--- config.mk ---
export PLATFORM = sky130hd
export DESIGN_NAME = signed_four_digit_segment_formatter_core_flat
export DESIGN_NICKNAME = d
export VERILOG_FILES = /design/src/hdl/sdsf_pkg.sv /design/src/hdl/sdsf_sample_if.sv /design/src/hdl/sdsf_display_if.sv /design/src/hdl/signed_four_digit_segment_formatter_core.sv /design/src/flat_wrapper.sv
export SDC_FILE = /design/constraint.sdc
export NUM_CORES = 1
export LEC_CHECK = 0
export BUFFER_PORTS_ARGS = -buffer_cell sky130_fd_sc_hd__buf_2
export CELL_PAD_IN_SITES_DETAIL_PLACEMENT = 2
export CELL_PAD_IN_SITES_GLOBAL_PLACEMENT = 2
export CORE_ASPECT_RATIO = 0.6
export CORE_MARGIN = 2
export CORE_UTILIZATION = 28
export CTS_BUF_LIST = sky130_fd_sc_hd__clkbuf_2
export DETAILED_ROUTE_END_ITERATION = 10
export PLACE_DENSITY_LB_ADDON = 0.1
export SYNTH_ARGS = -nofsm -noshare
export SYNTH_HDL_FRONTEND = slang
export SYNTH_SLANG_ARGS = --single-unit
--- constraint.sdc ---
create_clock -name clk -period 16.7 [get_ports clk]
set_clock_uncertainty 0.15 [all_clocks]
set_input_delay 5.01 -clock clk [delete_from_list [all_inputs] [get_ports clk]]
set_output_delay 5.01 -clock clk [all_outputs]
set_load 0.1 [all_outputs]
--- src/hdl/sdsf_pkg.sv ---
// shared constants, types and segment lookup for the signed four-digit segment formatter
`timescale 1ns / 1ps

package sdsf_pkg;

	localparam int unsigned DIGITS = 4;

	localparam logic [15:0] DISP_LIMIT  = 16'd9999;
	localparam logic [15:0] SCALE_LIMIT = 16'd999;
	localparam logic [15:0] RADIX       = 16'd10;

	// reciprocal multipliers, exact for magnitudes up to 32768
	localparam logic [33:0] RECIP_10    = 34'd52429;
	localparam int unsigned SHIFT_10    = 19;
	localparam logic [33:0] RECIP_100   = 34'd41944;
	localparam int unsigned SHIFT_100   = 22;
	localparam logic [33:0] RECIP_1000  = 34'd67109;
	localparam int unsigned SHIFT_1000  = 26;
	localparam logic [33:0] RECIP_10000 = 34'd13422;
	localparam int unsigned SHIFT_10000 = 27;

	localparam logic [7:0] MINUS_PATTERN = 8'h40;
	localparam logic [7:0] POINT_BIT     = 8'h80;

	typedef logic [3:0] bcd_digit_t;
	typedef logic [7:0] segments_t;

	function automatic segments_t digit_pattern(bcd_digit_t d);
		segments_t p;
		unique case (d)
			4'd0: p = 8'h3F;
			4'd1: p = 8'h06;
			4'd2: p = 8'h5B;
			4'd3: p = 8'h4F;
			4'd4: p = 8'h66;
			4'd5: p = 8'h6D;
			4'd6: p = 8'h7D;
			4'd7: p = 8'h07;
			4'd8: p = 8'h7F;
			4'd9: p = 8'h6F;
			default: p = 8'h00;
		endcase
		return p;
	endfunction

endpackage

--- src/hdl/sdsf_sample_if.sv ---
// input channel: signed value and decimal point position
`timescale 1ns / 1ps

interface sdsf_sample_if;
	logic        valid;
	logic        ready;
	logic [15:0] value;
	logic [2:0]  point_position;

	modport source (output valid, output value, output point_position, input ready);
	modport sink   (input valid, input value, input point_position, output ready);
endinterface

--- src/hdl/sdsf_display_if.sv ---
// output channel: four segment patterns, lit mask and shown flag
`timescale 1ns / 1ps

interface sdsf_display_if;
	logic       valid;
	logic       ready;
	logic [7:0] digit0_segments;
	logic [7:0] digit1_segments;
	logic [7:0] digit2_segments;
	logic [7:0] digit3_segments;
	logic [3:0] digits_lit;
	logic       shown;

	modport source (output valid, output digit0_segments, output digit1_segments,
		output digit2_segments, output digit3_segments, output digits_lit,
		output shown, input ready);
	modport sink   (input valid, input digit0_segments, input digit1_segments,
		input digit2_segments, input digit3_segments, input digits_lit,
		input shown, output ready);
endinterface

--- src/hdl/signed_four_digit_segment_formatter_core.sv ---
// signed four-digit seven-segment formatter, input register then result register
//
//   channel   dir  payload                                        transaction
//   sample    in   value[15:0] signed, point_position[2:0]        valid & ready
//   display   out  digit0..3_segments[7:0], digits_lit, shown     valid & ready
//
// one transaction per cycle sustained while display.ready holds; a sample reaches display
// through the two-register pipe: input register, conversion, result register
// digits come from parallel constant-reciprocal multiplies of the magnitude
// arst_n clears both valid flags; payload registers are not reset
// a stalled display holds its result and the input register still takes one more sample
`timescale 1ns / 1ps

module signed_four_digit_segment_formatter_core (
	input  logic                  clk,
	input  logic                  arst_n,
	sdsf_sample_if.sink           sample,
	sdsf_display_if.source        display
);

	logic        v_s1;
	logic [15:0] value_s1;
	logic [2:0]  point_s1;

	logic        v_s2;
	logic [7:0]  seg_s2 [sdsf_pkg::DIGITS];
	logic [3:0]  lit_s2;
	logic        shown_s2;

	logic        adv;

	assign adv          = !v_s2 || display.ready;
	assign sample.ready = !v_s1 || adv;

	always_ff @(posedge clk or negedge arst_n) begin
		if (!arst_n) begin
			v_s1 <= 1'b0;
		end else if (sample.valid && sample.ready) begin
			v_s1 <= 1'b1;
		end else if (adv) begin
			v_s1 <= 1'b0;
		end
	end

	always_ff @(posedge clk) begin
		if (sample.valid && sample.ready) begin
			value_s1 <= sample.value;
			point_s1 <= sample.point_position;
		end
	end

	// conversion
	logic                  negative;
	logic [15:0]           mag;
	logic [33:0]           prod10, prod100, prod1000, prod10000;
	logic [11:0]           q1;
	logic [8:0]            q2;
	logic [5:0]            q3;
	logic [1:0]            q4;
	sdsf_pkg::bcd_digit_t  r0, r1, r2, r3, r4;
	logic                  scale;
	logic                  shown_c;
	sdsf_pkg::bcd_digit_t  dig [sdsf_pkg::DIGITS];
	logic [1:0]            top;
	logic [2:0]            pt;
	logic [7:0]            seg_c [sdsf_pkg::DIGITS];
	logic [3:0]            lit_c;

	always_comb begin
		negative  = value_s1[15];
		mag       = negative ? 16'(~value_s1 + 16'd1) : value_s1;

		prod10    = 34'(mag) * sdsf_pkg::RECIP_10;
		prod100   = 34'(mag) * sdsf_pkg::RECIP_100;
		prod1000  = 34'(mag) * sdsf_pkg::RECIP_1000;
		prod10000 = 34'(mag) * sdsf_pkg::RECIP_10000;
		q1 = 12'(prod10 >> sdsf_pkg::SHIFT_10);
		q2 = 9'(prod100 >> sdsf_pkg::SHIFT_100);
		q3 = 6'(prod1000 >> sdsf_pkg::SHIFT_1000);
		q4 = 2'(prod10000 >> sdsf_pkg::SHIFT_10000);

		r0 = 4'(mag - 16'(q1) * sdsf_pkg::RADIX);
		r1 = 4'(q1 - 12'(q2) * 12'(sdsf_pkg::RADIX));
		r2 = 4'(q2 - 9'(q3) * 9'(sdsf_pkg::RADIX));
		r3 = 4'(q3 - 6'(q4) * 6'(sdsf_pkg::RADIX));
		r4 = {2'b00, q4};

		// large negative drops its last digit
		scale   = negative && (mag > sdsf_pkg::SCALE_LIMIT);
		shown_c = negative || (mag <= sdsf_pkg::DISP_LIMIT);

		if (scale) begin
			dig[0] = r1;
			dig[1] = r2;
			dig[2] = r3;
			dig[3] = r4;
		end else begin
			dig[0] = r0;
			dig[1] = r1;
			dig[2] = r2;
			dig[3] = r3;
		end

		if (dig[3] != 4'd0) begin
			top = 2'd3;
		end else if (dig[2] != 4'd0) begin
			top = 2'd2;
		end else if (dig[1] != 4'd0) begin
			top = 2'd1;
		end else begin
			top = 2'd0;
		end

		pt = (scale && point_s1 != 3'd0) ? 3'(point_s1 - 3'd1) : point_s1;

		for (int k = 0; k < sdsf_pkg::DIGITS; k++) begin
			if (!shown_c) begin
				seg_c[k] = 8'h00;
				lit_c[k] = 1'b0;
			end else if (3'(k) <= {1'b0, top}) begin
				seg_c[k] = sdsf_pkg::digit_pattern(dig[k])
					| ((pt == 3'(k)) ? sdsf_pkg::POINT_BIT : 8'h00);
				lit_c[k] = 1'b1;
			end else if (negative && 3'(k) == 3'({1'b0, top} + 3'd1)) begin
				seg_c[k] = sdsf_pkg::MINUS_PATTERN;
				lit_c[k] = 1'b1;
			end else begin
				seg_c[k] = 8'h00;
				lit_c[k] = 1'b0;
			end
		end
	end

	always_ff @(posedge clk or negedge arst_n) begin
		if (!arst_n) begin
			v_s2 <= 1'b0;
		end else if (adv) begin
			v_s2 <= v_s1;
		end
	end

	always_ff @(posedge clk) begin
		if (adv && v_s1) begin
			seg_s2   <= seg_c;
			lit_s2   <= lit_c;
			shown_s2 <= shown_c;
		end
	end

	assign display.valid           = v_s2;
	assign display.digit0_segments = seg_s2[0];
	assign display.digit1_segments = seg_s2[1];
	assign display.digit2_segments = seg_s2[2];
	assign display.digit3_segments = seg_s2[3];
	assign display.digits_lit      = lit_s2;
	assign display.shown           = shown_s2;

	a_accept_fills_s1: assert property (@(posedge clk) disable iff (!arst_n)
		(sample.valid && sample.ready) |=> v_s1)
		else $error("accepted sample did not reach input register");

	a_stall_keeps_s1: assert property (@(posedge clk) disable iff (!arst_n)
		(v_s1 && !adv) |=> (v_s1 && $stable(value_s1) && $stable(point_s1)))
		else $error("input register lost a sample during stall");

	a_lit_contiguous: assert property (@(posedge clk) disable iff (!arst_n)
		v_s2 |-> (lit_s2 == 4'h0 || lit_s2 == 4'h1 || lit_s2 == 4'h3
			|| lit_s2 == 4'h7 || lit_s2 == 4'hF))
		else $error("lit positions not contiguous from the right");

	a_shown_matches_lit: assert property (@(posedge clk) disable iff (!arst_n)
		v_s2 |-> (shown_s2 == lit_s2[0]))
		else $error("shown flag disagrees with rightmost lit position");

	a_single_point: assert property (@(posedge clk) disable iff (!arst_n)
		v_s2 |-> $onehot0({seg_s2[3][7], seg_s2[2][7], seg_s2[1][7], seg_s2[0][7]}))
		else $error("more than one decimal point lit");

endmodule
--- src/flat_wrapper.sv ---
// flat-port wrapper written by rule: the top's interface ports become plain ports
module signed_four_digit_segment_formatter_core_flat 
  (clk, arst_n, sample_valid, sample_value, sample_point_position, sample_ready, display_valid, display_digit0_segments, display_digit1_segments, display_digit2_segments, display_digit3_segments, display_digits_lit, display_shown, display_ready);
  sdsf_sample_if sample_i ();
  sdsf_display_if display_i ();
  input  logic clk;
  input  logic arst_n;
  input wire logic [$bits(sample_i.valid)-1:0] sample_valid;
  input wire logic [$bits(sample_i.value)-1:0] sample_value;
  input wire logic [$bits(sample_i.point_position)-1:0] sample_point_position;
  output wire logic [$bits(sample_i.ready)-1:0] sample_ready;
  output wire logic [$bits(display_i.valid)-1:0] display_valid;
  output wire logic [$bits(display_i.digit0_segments)-1:0] display_digit0_segments;
  output wire logic [$bits(display_i.digit1_segments)-1:0] display_digit1_segments;
  output wire logic [$bits(display_i.digit2_segments)-1:0] display_digit2_segments;
  output wire logic [$bits(display_i.digit3_segments)-1:0] display_digit3_segments;
  output wire logic [$bits(display_i.digits_lit)-1:0] display_digits_lit;
  output wire logic [$bits(display_i.shown)-1:0] display_shown;
  input wire logic [$bits(display_i.ready)-1:0] display_ready;
  assign sample_i.valid = sample_valid;
  assign sample_i.value = sample_value;
  assign sample_i.point_position = sample_point_position;
  assign sample_ready = sample_i.ready;
  assign display_valid = display_i.valid;
  assign display_digit0_segments = display_i.digit0_segments;
  assign display_digit1_segments = display_i.digit1_segments;
  assign display_digit2_segments = display_i.digit2_segments;
  assign display_digit3_segments = display_i.digit3_segments;
  assign display_digits_lit = display_i.digits_lit;
  assign display_shown = display_i.shown;
  assign display_i.ready = display_ready;
  signed_four_digit_segment_formatter_core u_core (.clk(clk), .arst_n(arst_n), .sample(sample_i), .display(display_i));
endmodule
## After elaboration in Yosys (flattened, before gate mapping)

Memory sizes are Yosys's and may differ from the RTL's.
Index checks and enable logic that the tools add are counted.

- Add/subtract/negate cells: 7
- $mul: 8
- Order comparisons: 5
- Eq/ne operators: 6
- Multiplexer cells: 32
- Bitwise logic cells: 5
- Reductions and logical operators: 18

Operator list:

| kind | count |
|---|---|
| $mux 8 | 14 |
| $mul 16x13->28 const B | 2 |
| $mul 16x17->32 const B | 1 |
| $mux 16 | 2 |
| $or 8x8->8 | 4 |
| $mul 16x16->31 const B | 1 |
| $mux 7 | 3 |
| $add 16x1->16 const B | 1 |
| $gt 16x10->1 const B | 1 |
| $le 16x14->1 const B | 1 |
| $not 16->16 | 1 |
| $sub 4x4->4 | 4 |
| $mul 12x3->3 const B | 1 |
| $reduce_bool 4->1 | 3 |
| $mux 1 | 10 |
| $mul 9x3->3 const B | 1 |
| $logic_and 1x1->1 | 7 |
| $eq 2x3->1 const A | 2 |
| $eq 3x2->1 const B | 2 |
| $mul 6x3->3 const B | 1 |
| $le 2x2->1 const A | 2 |
| $mux 2 | 2 |
| $add 2x1->3 const B | 1 |
| $eq 1x3->1 const A | 1 |
| other kinds (10) | 13 |

- Bits in registers: 58
- ROM bits: 448
- Input port bits: 23
- Output and inout bits: 39
- Logic and storage cells: 96
- Memories kept: 4

Memory list:

| memory | words | bits a word | read ports | clocked after Yosys merged registers in | write ports | line | source |
|---|---|---|---|---|---|---|---|
| (no name shown) | 16 | 7 | 1 | 0 | 0 | sdsf_pkg.sv:30 | `unique case (d)` |
| (no name shown) | 16 | 7 | 1 | 0 | 0 | sdsf_pkg.sv:30 |  |
| (no name shown) | 16 | 7 | 1 | 0 | 0 | sdsf_pkg.sv:30 |  |
| (no name shown) | 16 | 7 | 1 | 0 | 0 | sdsf_pkg.sv:30 |  |

## Depth between registers and ports, before layout

Gate-level depths: netlist (run 1).

- Depth in word-level cells: 16
- Mapped depth: 41
- Gate-level depth less buffers: 40

## Worst setup path after synthesis (run 1)

No wires, ideal clock.

- Path kind: input to output
- Start: in display_ready
- End: out sample_ready
- Data arrival time: 5,832 ps
- Required time: 11,540 ps
- Path slack: 5,708 ps
- Stages on the path: 1
- Path buffers: 0
- Cells stage by stage: nand3b_1

- Word-level cells in the longest chain between the ends: 2

Ends and longest elaborated chain:

| element | line | source |
|---|---|---|
| start, declared | flat_wrapper.sv:19 | `input wire logic [$bits(display_i.ready)-1:0] display_ready;` |
| $logic_or 1x1->1 | signed_four_digit_segment_formatter_core.sv:32 | `assign adv = !v_s2 \|\| display.ready;` |
| $logic_or 1x1->1 | signed_four_digit_segment_formatter_core.sv:33 | `assign sample.ready = !v_s1 \|\| adv;` |
| end, declared | flat_wrapper.sv:11 | `output wire logic [$bits(sample_i.ready)-1:0] sample_ready;` |

Every way passes these cells.

## Worst setup path in the final report (run 1)

- Start: reg u_core.value_s1[0]
- End: reg u_core.seg_s2, in the netlist u_core.display.digit1_segments[6] (data pin)

- Word-level cells in the longest chain between the ends: 16
- Elaborated cells between the ends (all ways): 34
- Those cells by class: 5 x add/sub; 7 x mul; 3 x order compare; 1 x eq/ne; 9 x mux; 2 x bitwise; 6 x reduce/logical; 1 x memory

Ends and longest elaborated chain:

| element | line | source |
|---|---|---|
| start, declared | signed_four_digit_segment_formatter_core.sv:22 | `logic [15:0] value_s1;` |
| start signal, assigned | signed_four_digit_segment_formatter_core.sv:47 | `value_s1 <= sample.value;` |
| $not 16->16 | signed_four_digit_segment_formatter_core.sv:71 | `mag = negative ? 16'(~value_s1 + 16'd1) : value_s1;` |
| $add 16x1->16 | signed_four_digit_segment_formatter_core.sv:71 |  |
| $mux 16 (*) | signed_four_digit_segment_formatter_core.sv:71 |  |
| $mul 16x13->28 / $mul 16x17->32 (equally long branches) | signed_four_digit_segment_formatter_core.sv:74, signed_four_digit_segment_formatter_core.sv:75 |  |
| $mul 9x3->3 / $mul 6x3->3 (equally long branches) | signed_four_digit_segment_formatter_core.sv:83, signed_four_digit_segment_formatter_core.sv:84 |  |
| $sub 4x4->4 (on tied branches) | signed_four_digit_segment_formatter_core.sv:83, signed_four_digit_segment_formatter_core.sv:84 |  |
| $mux 16 | signed_four_digit_segment_formatter_core.sv:92 | `if (scale) begin` |
| $reduce_bool 4->1 | signed_four_digit_segment_formatter_core.sv:108 | `end else if (dig[1] != 4'd0) begin` |
| $mux 1 | signed_four_digit_segment_formatter_core.sv:108 |  |
| $mux 2 | signed_four_digit_segment_formatter_core.sv:106 | `end else if (dig[2] != 4'd0) begin` |
| $mux 2 | signed_four_digit_segment_formatter_core.sv:104 | `if (dig[3] != 4'd0) begin` |
| $add 2x1->3 | -- |  |
| $eq 1x3->1 | signed_four_digit_segment_formatter_core.sv:124 | `end else if (negative && 3'(k) == 3'({1'b0, top} + 3'd1)) begin` |
| $logic_and 1x1->1 | signed_four_digit_segment_formatter_core.sv:124 |  |
| $mux 7 | signed_four_digit_segment_formatter_core.sv:124 |  |
| $mux 8 | signed_four_digit_segment_formatter_core.sv:120 | `end else if (3'(k) <= {1'b0, top}) begin` |
| end signal, assigned | signed_four_digit_segment_formatter_core.sv:144 | `seg_s2 <= seg_c;` |
| end, declared | signed_four_digit_segment_formatter_core.sv:26 | `logic [7:0] seg_s2 [sdsf_pkg::DIGITS];` |

Mark *: on every way between the ends. The rest lies on a longest branch, timed or not. The select of a mux whose other input is x is not followed.
A chain may end at the register's enable or synchronous reset.

==> metrics.md, run 1 <==
| Metric | Value |
|---|---|
| Antenna viol nets, final | 0 |
| Clock Root Buffer | clkbuf_2 |
| Vias | 11700 |
| Commonest cells after routing, fill and taps aside | 509 x inv_1, 376 x ha_1, 255 x fa_1 |
| Post-synthesis mux area share | 0.397% |
| CTS tree | done |
| Synth Area in Compound Gates | 7.65% |
| Setup crit end | u_core.display.digit1_segments[6] |
| Wire length per cell | 23.2 µm |
| Area grow syn2layout | 9.57% |
| CP startpoint | u_core.value_s1[0] |
| Worst Hold Class | reg2reg |
| 1st-iter DRT viols | ~570 |
| Arrival @ worst endpoint | 11.58 ns |
| Max Cap Viol | 0 |
| Synth Area in Simple Gates | roughly 6% |
| Placed insts | 2519 |
| Core Region | 57700 µm² |
| Port Buffer Count | 61 |
| GRT Total Usage | 20.2% |
| FF-to-FF setup slack | 5.26 ns |
| Worst setup EP type | register |
| Largest net degree at the start of global routing | 37 |
| First-pass GRT wire length | 88.2 mm |
| Synth unique cells | between 70 and 80 |
| Vias in the first global route | 13000 |
| H-tree depth | 3 |
| Nets | between 2000 and 2500 |
| Post-synth EDFFs | between 50 and 60 |
| Critical path class | reg2reg |
| Most common cell after layout, fill and taps aside | inv_1 |
| I/O pins | 62 |
| CP Launch Type | register |
| Wirelength, routed | 58.9 mm |
| Status | finished clean |
| Design area | roughly 18000 µm² |
| Post-Syn Area per Cell | 9.77 µm² |
| Synthesized flop and latch total | 57 |
| RR Endpoint | u_core.display.digit1_segments[6] |
| Routability cong. | 0.843 |
| Dpl hpwl | 51.5 mm |
| Final setup violation count | 0 |
| Relative slew slack | 25.8% |
| Detailed Routing Iterations Pass 1 | 5 |
| Sequential cell area fraction in the yosys report | 10.4% |
| Initial core utilization | 28.4% |
| Post-DP Area | 17800 µm² |
| Synth warn | 0 |
| DIE AREA | 60500 µm² |
| Worst reg2reg startpoint | u_core.value_s1[0] |
| Slowest CP cell | fa_1 |
| Clock Sinks | between 50 and 60 |
| Cells after synthesis | about 1700 |
| Cts hold-fix bufs | 0 |
| Layout cells sized above 1 | 6.91% |
| Grt ovf | 0 |
| Worst r2r path cells | 42 |
| Die H | 191 µm |
| Cell row count | 68 |
| Final-report max-slew violation count | 0 |
| Initial antenna violation count | 1 |
| Post-synth top flop | edfxtp_1 |
| CTS buffer count | 9 |
| Synth Area in Adders | about three fifths |
| Least-Margin Pin Slew | 1.11 ns |
| Clock buffer depth | 2 |
| PostCTS Resize Cnt | 0 |
| Drt via density | 4.61 |
| Netlist Area Pre-Place | 16400 µm² |
| Postcts setup bufs | 0 |
| Post-synth ARST share | 3.51% |
| DRC viols | 0 |
| XOR/XNOR Fraction of Synth Area | under 10% |
| Crit path top cell by count | inv_1 |
| Post-synth net total | 2331 |
| Final worst path period need | 11.44 ns |
| Main combinational cell family by area after synthesis | adder cells |
| RSZ-0062 raised after global routing | no |
| Clk slew on worst S/H paths | approximately 0.2 ns |
| Final hold vios | 0 |
| Final Instance Count excl. Fillers | around 2500 |
| Slowest Stage Delay on Critical Path | 0.55 ns |
| Setup TNS Final | 0 ns |
| WP data required | 16.84 ns |
| Max Fclk | 87.4 MHz |
| Critical Path Fanout Max | 17 |
| Fin crit share | about two thirds |
| Die X | 316 µm |
| Clk_lat worst skew | 0.57 ns |
[cells in the mapped netlist (all sizes together) (4+ instances only)]
cell type / count / area (µm²)
nand3: 20 / 105
nand2: 72 / 270
a211oi: 7 / 52.6
nor3: 16 / 80.1
o21ai: 48 / 240
nor2: 48 / 180
a31oi: 9 / 56.3
nand2b: 10 / 62.6
and3: 4 / 25.0
mux2i: 5 / 53.8
o22ai: 4 / 31.3
fa: 255 / 5100
o211ai: 7 / 52.6
o21a: 6 / 45.0
inv: 510 / 1910
a21o: 12 / 90.1
clkbuf: 8 / 31.3
edfxtp: 55 / 1650
or3: 4 / 25.0
nand4: 9 / 56.3
nor4: 4 / 46.3
xor2: 19 / 189
o31ai: 5 / 42.5
ha: 376 / 4700
and2: 7 / 46.3
xnor2: 40 / 358
a21oi: 60 / 300
[state kept, by name, indices dropped and copies added, names as in the netlist]
register and count:
u_core.point_s1 3, u_core.display.shown 1, u_core.v_s1 1, u_core.display.digit1_segments 8
u_core.value_s1 16, u_core.display.digit2_segments 8, u_core.display.valid 1, u_core.display.digit0_segments 8
u_core.display.digit3_segments 8, u_core.display.digits_lit 3
[logic make-up after synthesis]
group | count (synthesis)
multiplexers | 6
flip-flops | 57
adder cells (fa/ha/maj) | 631
AND/OR/NAND/NOR | 207
AO/OA/AOI/OAI | 194
buffers and inverters | 521
XOR/XNOR | 61
[layout make-up]
type,count,area [µm²]
multi-input cells,1099,12800
inverters,510,1910
fillers,6426,39700
flip-flops and latches,57,1700
clock inverters,7,61.3
clock buffers,9,45.0
repair buffers,83,470
well taps,770,963
diodes,1,2.50
[per-stage QoR]
stage / hold slack [ns] / setup slack (ns) / util, %
2_1_floorplan: 0.299 / 5.71 / -
3_3_place_gp: 0.338 / 5.60 / 30.9
3_5_place_dp: 0.341 / 5.30 / 30.9
4_1_cts: 0.375 / 5.22 / 31.1
5_1_grt: 0.395 / 4.47 / 31.1
6_report: 0.363 / 5.26 / 31.1
[routing by layer]
metal	track usage, %	vias to the layer above	wire [µm]
met5	0	-	0
met4	1.05	0	242
met3	3.59	12	1970
met2	26.4	97	21800
met1	34.5	6116	34900
li1	-	5476	-
[worst max-delay path, delay by kind of cell (launching register included)]
family	cells	cell delay [ns]
simple gates	7	1.00
fa+ha+maj	10	4.15
mux	1	0.40
flops	1	0.37
xor+xnor	9	1.89
compound gates	6	1.73
buf+inv	9	1.44
[worst min path at each step]
stage                startpoint  cells past startpoint                    to  slack, ns
finish              u_core.v_s1                      1  u_core.display.valid       0.36
detailed placement  u_core.v_s1                      1  u_core.display.valid       0.34
CTS                 u_core.v_s1                      1  u_core.display.valid       0.38
global placement    u_core.v_s1                      1  u_core.display.valid       0.34
floorplan           u_core.v_s1                      1  u_core.display.valid       0.30
global route        u_core.v_s1                      1  u_core.display.valid       0.39
Power of run 1 is left out: the tool's default activity adds up to more than one toggle a clock period on the data nets, which glitch-free logic cannot reach.
==> run 2, diff against run 1 <==
clock period = 10.35 ns   (was 16.7 ns; I/O delays follow)
==> metrics.md, run 2 (synthesis results as in run 1) <==
| Metric | Value |
|---|---|
| Clk_lat worst skew | 0.57 ns (about the same) |
| Placed insts | 2561 (+1.7%) |
| Area of the multi-input gates | 12800 µm² (+0.24%) |
| DRC viols | 0 (unchanged) |
| DIE AREA | 60500 µm² (unchanged) |
| Cell row count | 68 (unchanged) |
| GRT Total Usage | 20.8% (+0.56 points) |
| Grt ovf | 0 (unchanged) |
| Vias in the first global route | 13500 (+3.7%) |
| Worst Hold Class | reg2reg |
| Fill cells | 6435 (+0.14%) |
| Design area | 18300 µm² (+1.9%) |
| Antenna viol nets, final | 0 (unchanged) |
| Critical path class | reg2reg |
| Max reg flops | 16 (unchanged) |
| H-tree depth | 3 (unchanged) |
| Wire length per cell | 23.4 µm (+0.68%) |
| Vias | 11900 (+2.0%) |
| Slowest Stage Delay on Critical Path | 0.76 ns (+0.21 ns) |
| Final setup violation count | 0 (unchanged) |
| Reg area | 1700 µm² (unchanged) |
| Port Buffer Count | 61 (unchanged) |
| Postcts setup bufs | 0 (unchanged) |
| Die X | 316 µm (unchanged) |
| Hold depth | 1 (unchanged) |
| Final worst path period need | 9.84 ns (-1.60 ns) |
| Detailed Routing Iterations Pass 1 | 5 (unchanged) |
| Clock buffer depth | 2 (unchanged) |
| Largest register by flop count | u_core.value_s1 |
| WP data required | 10.61 ns (-6.23 ns) |
| Drt via density | 4.64 (+0.46%) |
| Layout cells sized above 1 | 9.47% (+2.6 points) |
| Final Instance Count excl. Fillers | 2576 (+1.6%) |
| Worst r2r path cells | 32 (-24%) |
| First-pass GRT wire length | 90.6 mm (+2.7%) |
| Slowest CP cell | nor4b_2 |
| Wirelength, routed | 60.3 mm (+2.3%) |
| Clock Sinks | 57 (unchanged) |
| Max Fclk | 102 MHz (+16%) |
| Max Cap Viol | 0 (unchanged) |
| Routability cong. | 0.874 (+3.7%) |
| Setup TNS Final | 0 ns (unchanged) |
| Die H | 191 µm (unchanged) |
| Commonest cells after routing, fill and taps aside | 509 x inv_1, 376 x ha_1, 255 x fa_1 |
| Largest net degree at the start of global routing | 37 (unchanged) |
| Core Region | 57700 µm² (unchanged) |
| Crit path top cell by count | fa_1 |
| Initial core utilization | 28.4% (unchanged) |
| Critical Path Fanout Max | 5 (-12) |
| Cts hold-fix bufs | 0 (unchanged) |
| Least-Margin Pin Slew | 1.10 ns (-0.0179 ns) |
| Status | finished clean |
| I/O pins | 62 (unchanged) |
| Most common cell after layout, fill and taps aside | inv_1 |
| RSZ-0062 raised after global routing | yes |
| CTS tree | done |
| Relative slew slack | 26.6% (+0.86 points) |
| CP Launch Type | register |
| Fin crit share | 95.0% (+27 points) |
| Clk slew on worst S/H paths | 0.19 ns (about the same) |
| Worst setup EP type | register |
| Final-report max-slew violation count | 0 (unchanged) |
| Final hold vios | 0 (unchanged) |
| Arrival @ worst endpoint | 10.10 ns (-1.48 ns) |
| Area grow syn2layout | 11.6% |
| Nets | 2456 (+1.7%) |
| Dpl hpwl | 54.4 mm (+5.5%) |
| Initial antenna violation count | 2 (+1) |
| PostCTS Resize Cnt | 0 (unchanged) |
| 1st-iter DRT viols | 708 (+24%) |
| Post-DP Area | 18100 µm² (+1.7%) |
| CTS buffer count | 9 (unchanged) |
| Clock Root Buffer | clkbuf_2 |
-- run 2: through the flow --
stage	utilization [%]	hold WS, ns	worst slack (ns)
2_1_floorplan	-	0.299	0.350
3_3_place_gp	31.5	0.319	0.534
3_5_place_dp	31.5	0.340	0.289
4_1_cts	31.6	0.353	0.245
5_1_grt	31.7	0.368	-0.0198
6_report	31.7	0.344	0.514
-- run 2: critical path, delay by kind of cell (launching register included) --
family | cells | cell delay [ns]
AOI/OAI and AO/OA | 3 | 0.75
xor gates and xnor gates | 6 | 1.63
adders and majority gates | 8 | 3.31
buffers and inverters | 4 | 0.53
DFF | 1 | 0.49
and+or+nand+nor | 11 | 2.82
-- run 2: worst paths after layout --
kind,startpoint,to,slack [ns]
min,u_core.v_s1,u_core.display.valid,0.34
min in group asynchronous,arst_n,u_core.display.valid,2.12
max in group asynchronous,arst_n,u_core.v_s1,7.81
max,u_core.value_s1[0],u_core.display.digit1_segments[6],0.51
max reg2reg,u_core.value_s1[0],u_core.display.digit1_segments[6],0.51
min reg2reg,u_core.v_s1,u_core.display.valid,0.34
-- run 2: per-layer routing --
layer / track usage (%) / up-vias / wire [µm]
met3: 3.96 / 16 / 3030
met1: 35.1 / 6205 / 34800
met2: 27.4 / 171 / 22200
met4: 1.12 / 0 / 248
met5: 0 / - / 0
li1: - / 5548 / -
-- run 2: layout make-up --
class / count / area share [%]
diodes: 1 / 0.0137
clock buffers: 9 / 0.246
clock inverters: 5 / 0.267
inverters: 510 / 10.5
multi-input cells: 1099 / 70.1
flip-flops and latches: 57 / 9.31
well taps: 770 / 5.27
repair buffers: 125 / 4.32
Power of run 2 is left out for the same reason.
